File: config.mk
export PLATFORM = sky130hd
export DESIGN_NAME = double_ended_queue_unit
export DESIGN_NICKNAME = d
export VERILOG_FILES = /design/src/design/deq_pkg.sv /design/src/design/double_ended_queue_unit.sv
export SDC_FILE = /design/constraint.sdc
export NUM_CORES = 2
export LEC_CHECK = 0
export BUFFER_PORTS_ARGS = -buffer_cell sky130_fd_sc_hd__buf_2
export CAP_MARGIN = 20
export CELL_PAD_IN_SITES_DETAIL_PLACEMENT = 1
export CELL_PAD_IN_SITES_GLOBAL_PLACEMENT = 1
export CORE_ASPECT_RATIO = 1.5
export CORE_MARGIN = 10
export CORE_UTILIZATION = 45
export CTS_CLUSTER_DIAMETER = 40
export DETAILED_ROUTE_END_ITERATION = 6
export MAX_ROUTING_LAYER = met4
export PLACE_DENSITY = 0.76
export SETUP_SLACK_MARGIN = 0.05
export SLEW_MARGIN = 20
export SYNTH_ARGS = -nofsm -noshare
export SYNTH_HDL_FRONTEND = slang
export SYNTH_SLANG_ARGS = --single-unit
File: constraint.sdc
create_clock -name clk_i -period 13.12 [get_ports clk_i]
set_clock_uncertainty 0.2 [all_clocks]
set_input_delay 0.656 -clock clk_i [delete_from_list [all_inputs] [get_ports clk_i]]
set_output_delay 0.656 -clock clk_i [all_outputs]
set_load 0.1 [all_outputs]
File: src/design/deq_pkg.sv
// Package for the double-ended queue unit.
// Holds the op and status codes and the input and result word structs.
// No dependencies.
`default_nettype none

package deq_pkg;

  // Operation codes carried in the op field
  localparam logic [2:0] OP_PUSH_FRONT = 3'd0;
  localparam logic [2:0] OP_PUSH_BACK  = 3'd1;
  localparam logic [2:0] OP_POP_FRONT  = 3'd2;
  localparam logic [2:0] OP_POP_BACK   = 3'd3;
  localparam logic [2:0] OP_DUMP       = 3'd4;

  // Status codes carried in each result word
  localparam logic [1:0] ST_OK    = 2'd0;
  localparam logic [1:0] ST_EMPTY = 2'd1;
  localparam logic [1:0] ST_FULL  = 2'd2;

  // One input word
  typedef struct packed {
    logic        [2:0]  op;
    logic signed [31:0] value_in;
  } in_t;

  // One result word
  typedef struct packed {
    logic signed [31:0] value_out;
    logic        [1:0]  status;
    logic        [6:0]  entries_held;
    logic               last;
  } out_t;

endpackage

`default_nettype wire

File: src/design/double_ended_queue_unit.sv
// Double-ended queue unit: ring store in one synchronous memory plus head and count.
// Depends on deq_pkg for op/status codes and the input and result structs.
// Usage:
//   Input channel: drive in_i and raise start; the word is taken at a rising
//   edge where start is high and busy is low. busy is high while a pop or a
//   dump is still reading the memory.
//   Result channel: each result word sits on res_o for one cycle with
//   res_valid_o high. The receiver cannot stall, so every strobe is taken.
//   Per op:
//     push (either end): result in the cycle after accept; a new word can be
//       taken every cycle.
//     pop (either end): the read data is registered in rd_q, then the result
//       word in res_q; busy is high for one cycle and no word is taken meanwhile.
//     dump: one result per stored entry, one per cycle, read through the
//       single memory read port; busy is high while the walk runs.
//     pop or dump on an empty queue, push on a full queue: one status word
//     in the cycle after accept; busy stays low.
//     op codes 5 to 7 are taken and give no result.
//   Reset: head and count clear at once; the memory holds no reset value and
//   entries are only read after they were written. No clearing pass.
`default_nettype none

module double_ended_queue_unit #(
  parameter int DEPTH      = 64,
  parameter int DATA_WIDTH = 32
) (
  input  wire logic          clk_i,
  input  wire logic          rst_ni,
  input  wire logic          start,
  output logic               busy,
  input  wire deq_pkg::in_t  in_i,
  output logic               res_valid_o,
  output deq_pkg::out_t      res_o
);

  localparam int PW = (DEPTH > 1) ? $clog2(DEPTH) : 1;
  localparam int SW = PW + 1;
  localparam int CW = $clog2(DEPTH + 1);

  localparam logic [1:0] S_IDLE = 2'd0;
  localparam logic [1:0] S_POP  = 2'd1;
  localparam logic [1:0] S_DUMP = 2'd2;

  logic [DATA_WIDTH-1:0] mem [DEPTH];
  logic [DATA_WIDTH-1:0] rd_q;

  logic [1:0]    state_q, state_d;
  logic [PW-1:0] head_q, head_d;
  logic [CW-1:0] count_q, count_d;
  logic [PW-1:0] rp_q, rp_d;
  logic [CW-1:0] dk_q, dk_d;
  logic          res_valid_q, res_valid_d;
  deq_pkg::out_t res_q, res_d;

  logic                  accept;
  logic                  rd_en, wr_en;
  logic [PW-1:0]         rd_addr, wr_addr;
  logic [DATA_WIDTH-1:0] wr_data;
  logic [SW-1:0]         tail_sum, tail_last;
  logic [PW-1:0]         tail_slot, last_slot, head_inc, head_dec, rp_inc;
  logic                  full, empty;
  logic signed [31:0]    rd_value;

  assign accept = start && (state_q == S_IDLE);
  assign busy   = (state_q != S_IDLE);
  assign full   = (count_q == CW'(DEPTH));
  assign empty  = (count_q == '0);

  // Ring arithmetic: wrap at DEPTH with one compare each
  assign head_inc  = (head_q == PW'(DEPTH - 1)) ? '0 : head_q + PW'(1);
  assign head_dec  = (head_q == '0) ? PW'(DEPTH - 1) : head_q - PW'(1);
  assign rp_inc    = (rp_q == PW'(DEPTH - 1)) ? '0 : rp_q + PW'(1);
  assign tail_sum  = SW'(head_q) + SW'(count_q);
  assign tail_last = tail_sum - SW'(1);
  assign tail_slot = (tail_sum >= SW'(DEPTH)) ? PW'(tail_sum - SW'(DEPTH)) : PW'(tail_sum);
  assign last_slot = (tail_last >= SW'(DEPTH)) ? PW'(tail_last - SW'(DEPTH))
                                               : PW'(tail_last);

  // Sign-extend the stored word from DATA_WIDTH and cut to 32 bits
  assign rd_value = 32'($signed(rd_q));

  // Next state, memory port control and result word
  always_comb begin
    state_d     = state_q;
    head_d      = head_q;
    count_d     = count_q;
    rp_d        = rp_q;
    dk_d        = dk_q;
    res_valid_d = 1'b0;
    res_d       = res_q;
    rd_en       = 1'b0;
    rd_addr     = head_q;
    wr_en       = 1'b0;
    wr_addr     = tail_slot;
    wr_data     = DATA_WIDTH'($signed(in_i.value_in));

    unique case (state_q)
      S_IDLE: begin
        if (accept) begin
          res_d.value_out    = '0;
          res_d.status       = deq_pkg::ST_OK;
          res_d.entries_held = 7'(count_q);
          res_d.last         = 1'b1;
          unique case (in_i.op) inside
            deq_pkg::OP_PUSH_FRONT, deq_pkg::OP_PUSH_BACK: begin
              res_valid_d = 1'b1;
              if (full) begin
                res_d.status = deq_pkg::ST_FULL;
              end else begin
                wr_en   = 1'b1;
                count_d = count_q + CW'(1);
                res_d.entries_held = 7'(count_q + CW'(1));
                if (in_i.op == deq_pkg::OP_PUSH_FRONT) begin
                  wr_addr = head_dec;
                  head_d  = head_dec;
                end
              end
            end
            deq_pkg::OP_POP_FRONT, deq_pkg::OP_POP_BACK: begin
              if (empty) begin
                res_valid_d  = 1'b1;
                res_d.status = deq_pkg::ST_EMPTY;
              end else begin
                rd_en   = 1'b1;
                count_d = count_q - CW'(1);
                state_d = S_POP;
                if (in_i.op == deq_pkg::OP_POP_FRONT) begin
                  rd_addr = head_q;
                  head_d  = head_inc;
                end else begin
                  rd_addr = last_slot;
                end
              end
            end
            deq_pkg::OP_DUMP: begin
              if (empty) begin
                res_valid_d  = 1'b1;
                res_d.status = deq_pkg::ST_EMPTY;
              end else begin
                rd_en   = 1'b1;
                rd_addr = head_q;
                rp_d    = head_q;
                dk_d    = '0;
                state_d = S_DUMP;
              end
            end
            default: begin
              // unused op codes: drop the word
            end
          endcase
        end
      end
      S_POP: begin
        res_valid_d        = 1'b1;
        res_d.value_out    = rd_value;
        res_d.status       = deq_pkg::ST_OK;
        res_d.entries_held = 7'(count_q);
        res_d.last         = 1'b1;
        state_d            = S_IDLE;
      end
      S_DUMP: begin
        res_valid_d        = 1'b1;
        res_d.value_out    = rd_value;
        res_d.status       = deq_pkg::ST_OK;
        res_d.entries_held = 7'(count_q);
        res_d.last         = (dk_q == count_q - CW'(1));
        if (dk_q == count_q - CW'(1)) begin
          state_d = S_IDLE;
        end else begin
          // advance to the next entry
          rd_en   = 1'b1;
          rd_addr = rp_inc;
          rp_d    = rp_inc;
          dk_d    = dk_q + CW'(1);
        end
      end
      default: begin
        state_d = S_IDLE;
      end
    endcase
  end

  // Control registers
  always_ff @(posedge clk_i or negedge rst_ni) begin
    if (!rst_ni) begin
      state_q     <= S_IDLE;
      head_q      <= '0;
      count_q     <= '0;
      rp_q        <= '0;
      dk_q        <= '0;
      res_valid_q <= 1'b0;
    end else begin
      state_q     <= state_d;
      head_q      <= head_d;
      count_q     <= count_d;
      rp_q        <= rp_d;
      dk_q        <= dk_d;
      res_valid_q <= res_valid_d;
    end
  end

  // Result word register
  always_ff @(posedge clk_i) begin
    res_q <= res_d;
  end

  // Memory write port
  always_ff @(posedge clk_i) begin
    if (wr_en) begin
      mem[wr_addr] <= wr_data;
    end
  end

  // Memory read port, registered data
  always_ff @(posedge clk_i) begin
    if (rd_en) begin
      rd_q <= mem[rd_addr];
    end
  end

  assign res_valid_o = res_valid_q;
  assign res_o       = res_q;

  // Count never exceeds the ring size
  a_count_bound: assert property (@(posedge clk_i) disable iff (!rst_ni)
    count_q <= CW'(DEPTH))
    else $error("entry count above DEPTH");

  // A pop read always turns into a result on the next cycle
  a_pop_result: assert property (@(posedge clk_i) disable iff (!rst_ni)
    (state_q == S_POP) |=> (res_valid_o && res_o.last))
    else $error("pop read gave no result");

  // Dump walk stays inside the stored entries
  a_dump_index: assert property (@(posedge clk_i) disable iff (!rst_ni)
    (state_q == S_DUMP) |-> (dk_q < count_q))
    else $error("dump index past stored entries");

  // A full status is only reported on a full queue
  a_full_status: assert property (@(posedge clk_i) disable iff (!rst_ni)
    (res_valid_o && (res_o.status == deq_pkg::ST_FULL))
      |-> (res_o.entries_held == 7'(DEPTH)))
    else $error("full status on a queue that is not full");

  // Pop on an empty queue reports empty next cycle without going busy
  a_empty_pop: assert property (@(posedge clk_i) disable iff (!rst_ni)
    (accept && empty && ((in_i.op == deq_pkg::OP_POP_FRONT) ||
                         (in_i.op == deq_pkg::OP_POP_BACK)))
      |=> (res_valid_o && (res_o.status == deq_pkg::ST_EMPTY) && !busy))
    else $error("empty pop not reported");

endmodule

`default_nettype wire

==> results.md <==
* Status: finished, final reports clean
* CP Launch Point: count_q[0]
* Asr flop ratio synth at around 1.3%
* Peak Freq at ~140 MHz
* Layout Utilization at just over 50%
* Leak at 32.4 nW
* Max Buffers Root-to-Sink at 4
* Final Hold Fails at 0
* DP Worst Slack at between 5 and 6 ns
* CTS tree: yes
* Relative slew margins at 24.1%
* Unrepaired setup endpoints after global routing: no
* Syn avg cell area at roughly 16 µm²
* Largest net degree at the start of global routing at ~170
* Number of global-route vias before repair at roughly 53000
* RR Startpoint: count_q[0]
* Finished Cell Area at ~94000 µm²
* Die area at about 210000 µm²
* Final period util at between 50% and 60%
* Cts repair resizes at 0
* Die X at 374 µm
* Critical path endpoint category: flip-flop
* Post-synth top area cell: edfxtp_1
* Final HPWL DP at around 150000 µm
* Post-DP Area at between 80000 and 90000 µm²
* Worst Path Arrival at around 7.6 ns
* Clock Latency Late Sink at 0.84 ns
* Filler cells at approximately 18000
* Io pins at 82
* H-tree depth at 4
* Via count at slightly above 50000
* Top-area cell type share of the netlist area at between 70% and 80%
* Final WL at roughly 260000 µm
* Worst ir drop on vdd at roughly 0.39 mV
* Multi-input logic area at 19000 µm²
* Sink Count at around 2200
* Final ANT Viol Nets at 0
* Initial core utilization at between 40% and 50%
* Fin crit period at 7.25 ns
* Mapped Area at roughly 84000 µm²
* First-pass GRT wire length at 378000 µm
* Worst Tran Pin Value at 1.14 ns
* Yosys cell types at 70
* Yosys reg bits at about 2200
* Cts bufs inserted at around 190
* Commonest non-fill, non-tap cells in the layout: edfxtp_1, nand2_1, mux2i_1
* Nets at about 5500
* GP Congestion at between 0.8 and 0.9
* TritonRoute pass-1 iters at 5
* Syn Nets at between 5000 and 6000
* Vias per cell at around 6.4
* Critical path fanouts, max at 67
* GRT Overall Usage at about a quarter
* Clock-pin slew on the worst setup and hold paths at 0.07 ns
* Buffers on Ports at roughly 80
* Layout cell share with drive strength beyond 1 at a little over a tenth
* Post-synth EDFFs at 2122
* GRT overflow at 0
* YS warnings at 0
* Min-delay src: start
* Initial DRC Count at roughly 6400
* Setup_tns at 0 ns
* DRC viols at 0
* Worst EP required at roughly 13 ns
* CORE AREA at ~190000 µm²
* Cell Rows at a little under 200
* Max-slew violation count at 0
* Ys flop type: edfxtp_1
* Sequential fraction of the synthesis area at about three quarters
* Worst setup SP type: flip-flop
* Maxcap violations at 0
* Commonest non-fill, non-tap cell in the layout: edfxtp_1
* Hold Path Class: input pin to flip-flop
* Avg WL per Cell at 32.8 µm
* PnR Total Power at 22.8 mW
* Register area at ~64000 µm²
* Final setup violation count at 0
* PwrDens at between 200 and 250 nW/µm²
* Largest cells by area after synthesis: edfxtp_1, mux2i_1, nand2_1
* Synthesized instance count at around 5400
* Clk Tree Root Cell: clkbuf_16
* Initial antenna violation count at 29
* Setup WS post-layout at between 5 and 6 ns
* Kind of critical path: flip-flop to flip-flop
* Die height at ~550 µm
* Area grow syn2layout at 11.8%
per-layer routing:
metal	global-route usage [%]	vias up	wire length, µm
li1	-	21000	-
met1	30.0	26400	93900
met5	-	-	0
met2	43.7	2935	133000
met3	4.11	718	23500
met4	11.4	0	12700
synth_stat cells, types with 10 or more instances:
master and instances:
a21oi_1 157, a31oi_1 14, a32oi_1 238, and2_1 34, and3_1 38, buf_1 27
buf_2 141, buf_4 21, clkbuf_1 135, dfrtp_1 29, edfxtp_1 2122, ha_1 17
inv_1 19, mux2i_1 637, nand2_1 858, nand3_1 42, nand4_1 123, nand4b_1 12
nor2_1 134, nor3_1 12, nor4_1 37, o21ai_0 105, o21ai_1 27, o22ai_1 202
or3_1 10, or4_1 27, xnor2_1 16, xor2_1 13
worst max-delay path, stage by stage (launching register included):
cell and delay [ns]:
dfrtp_1 0.50, inv_1 0.11, ha_1 0.31, or3b_4 0.45
o311ai_2 0.77, o221a_2 0.39, and3_4 0.63, buf_4 0.68
buf_4 0.67, buf_4 0.77, mux2i_1 0.27, a32oi_1 0.09
nand4_1 0.30, nand4_1 0.17, or4_1 0.52
final cells by class:
type / count / share of cell area (%)
flip-flops and latches: 2151 / 68.2
multi-input cells: 2850 / 20.1
clock buffers: 226 / 5.33
well taps: 2450 / 3.25
repair buffers: 209 / 1.62
clock inverters: 114 / 1.32
inverters: 19 / 0.0755
diodes: 14 / 0.0371
state kept, by name (all words and copies together) (netlist names):
signal	count
mem	2048
res_o	42
rd_q	32
count_q	7
dk_q	7
head_q	6
rp_q	6
state_q	2
res_valid_o	1
kinds of logic (layout without fill, tap and decap cells):
kind of cell	after synthesis	in the layout	synth area share (%)
adder cells (fa/ha/maj)	18	18	0.276
XOR/XNOR	29	29	0.301
flip-flops	2151	2151	76.3
multiplexers	638	638	7.56
AND/OR/NAND/NOR	1364	1364	7.24
other	0	14	0
AO/OA/AOI/OAI	801	801	6.40
buffers and inverters	350	568	1.92
per-stage QoR:
step,instances,hold slack [ns]
after floorplan,5351,0.160
after global placement,7676,0.312
after detailed placement,7676,0.322
after CTS,8018,0.0801
after global routing,8030,0.176
final,8033,0.140
timing repair:
item / in CTS / in global routing
hold buffers: 2 / 0
setup buffers: 0 / 0
endpoints found under the hold margin: 30 / 0
setup endpoints to repair: 0 / 0
power by group:
part           total (mW)  internal [mW]  switching (mW)
clock network        5.74           3.24            2.50
logic                8.96           2.61            6.35
registers            8.14           7.90           0.244
total                22.8           13.8            9.09
final timing paths:
kind | cells past startpoint | slack, ns | endpoint
worst max-delay path | 14 | 5.87 | rd_q[12]
worst min-delay path | 5 | 0.14 | state_q[0]
worst max register to register | 14 | 5.87 | rd_q[12]
worst min register to register | 1 | 0.33 | res_o[15]
max in group asynchronous | 2 | 11.96 | rp_q[1]
min in group asynchronous | 2 | 0.24 | dk_q[5]
Power figures use the tool's default switching activity.
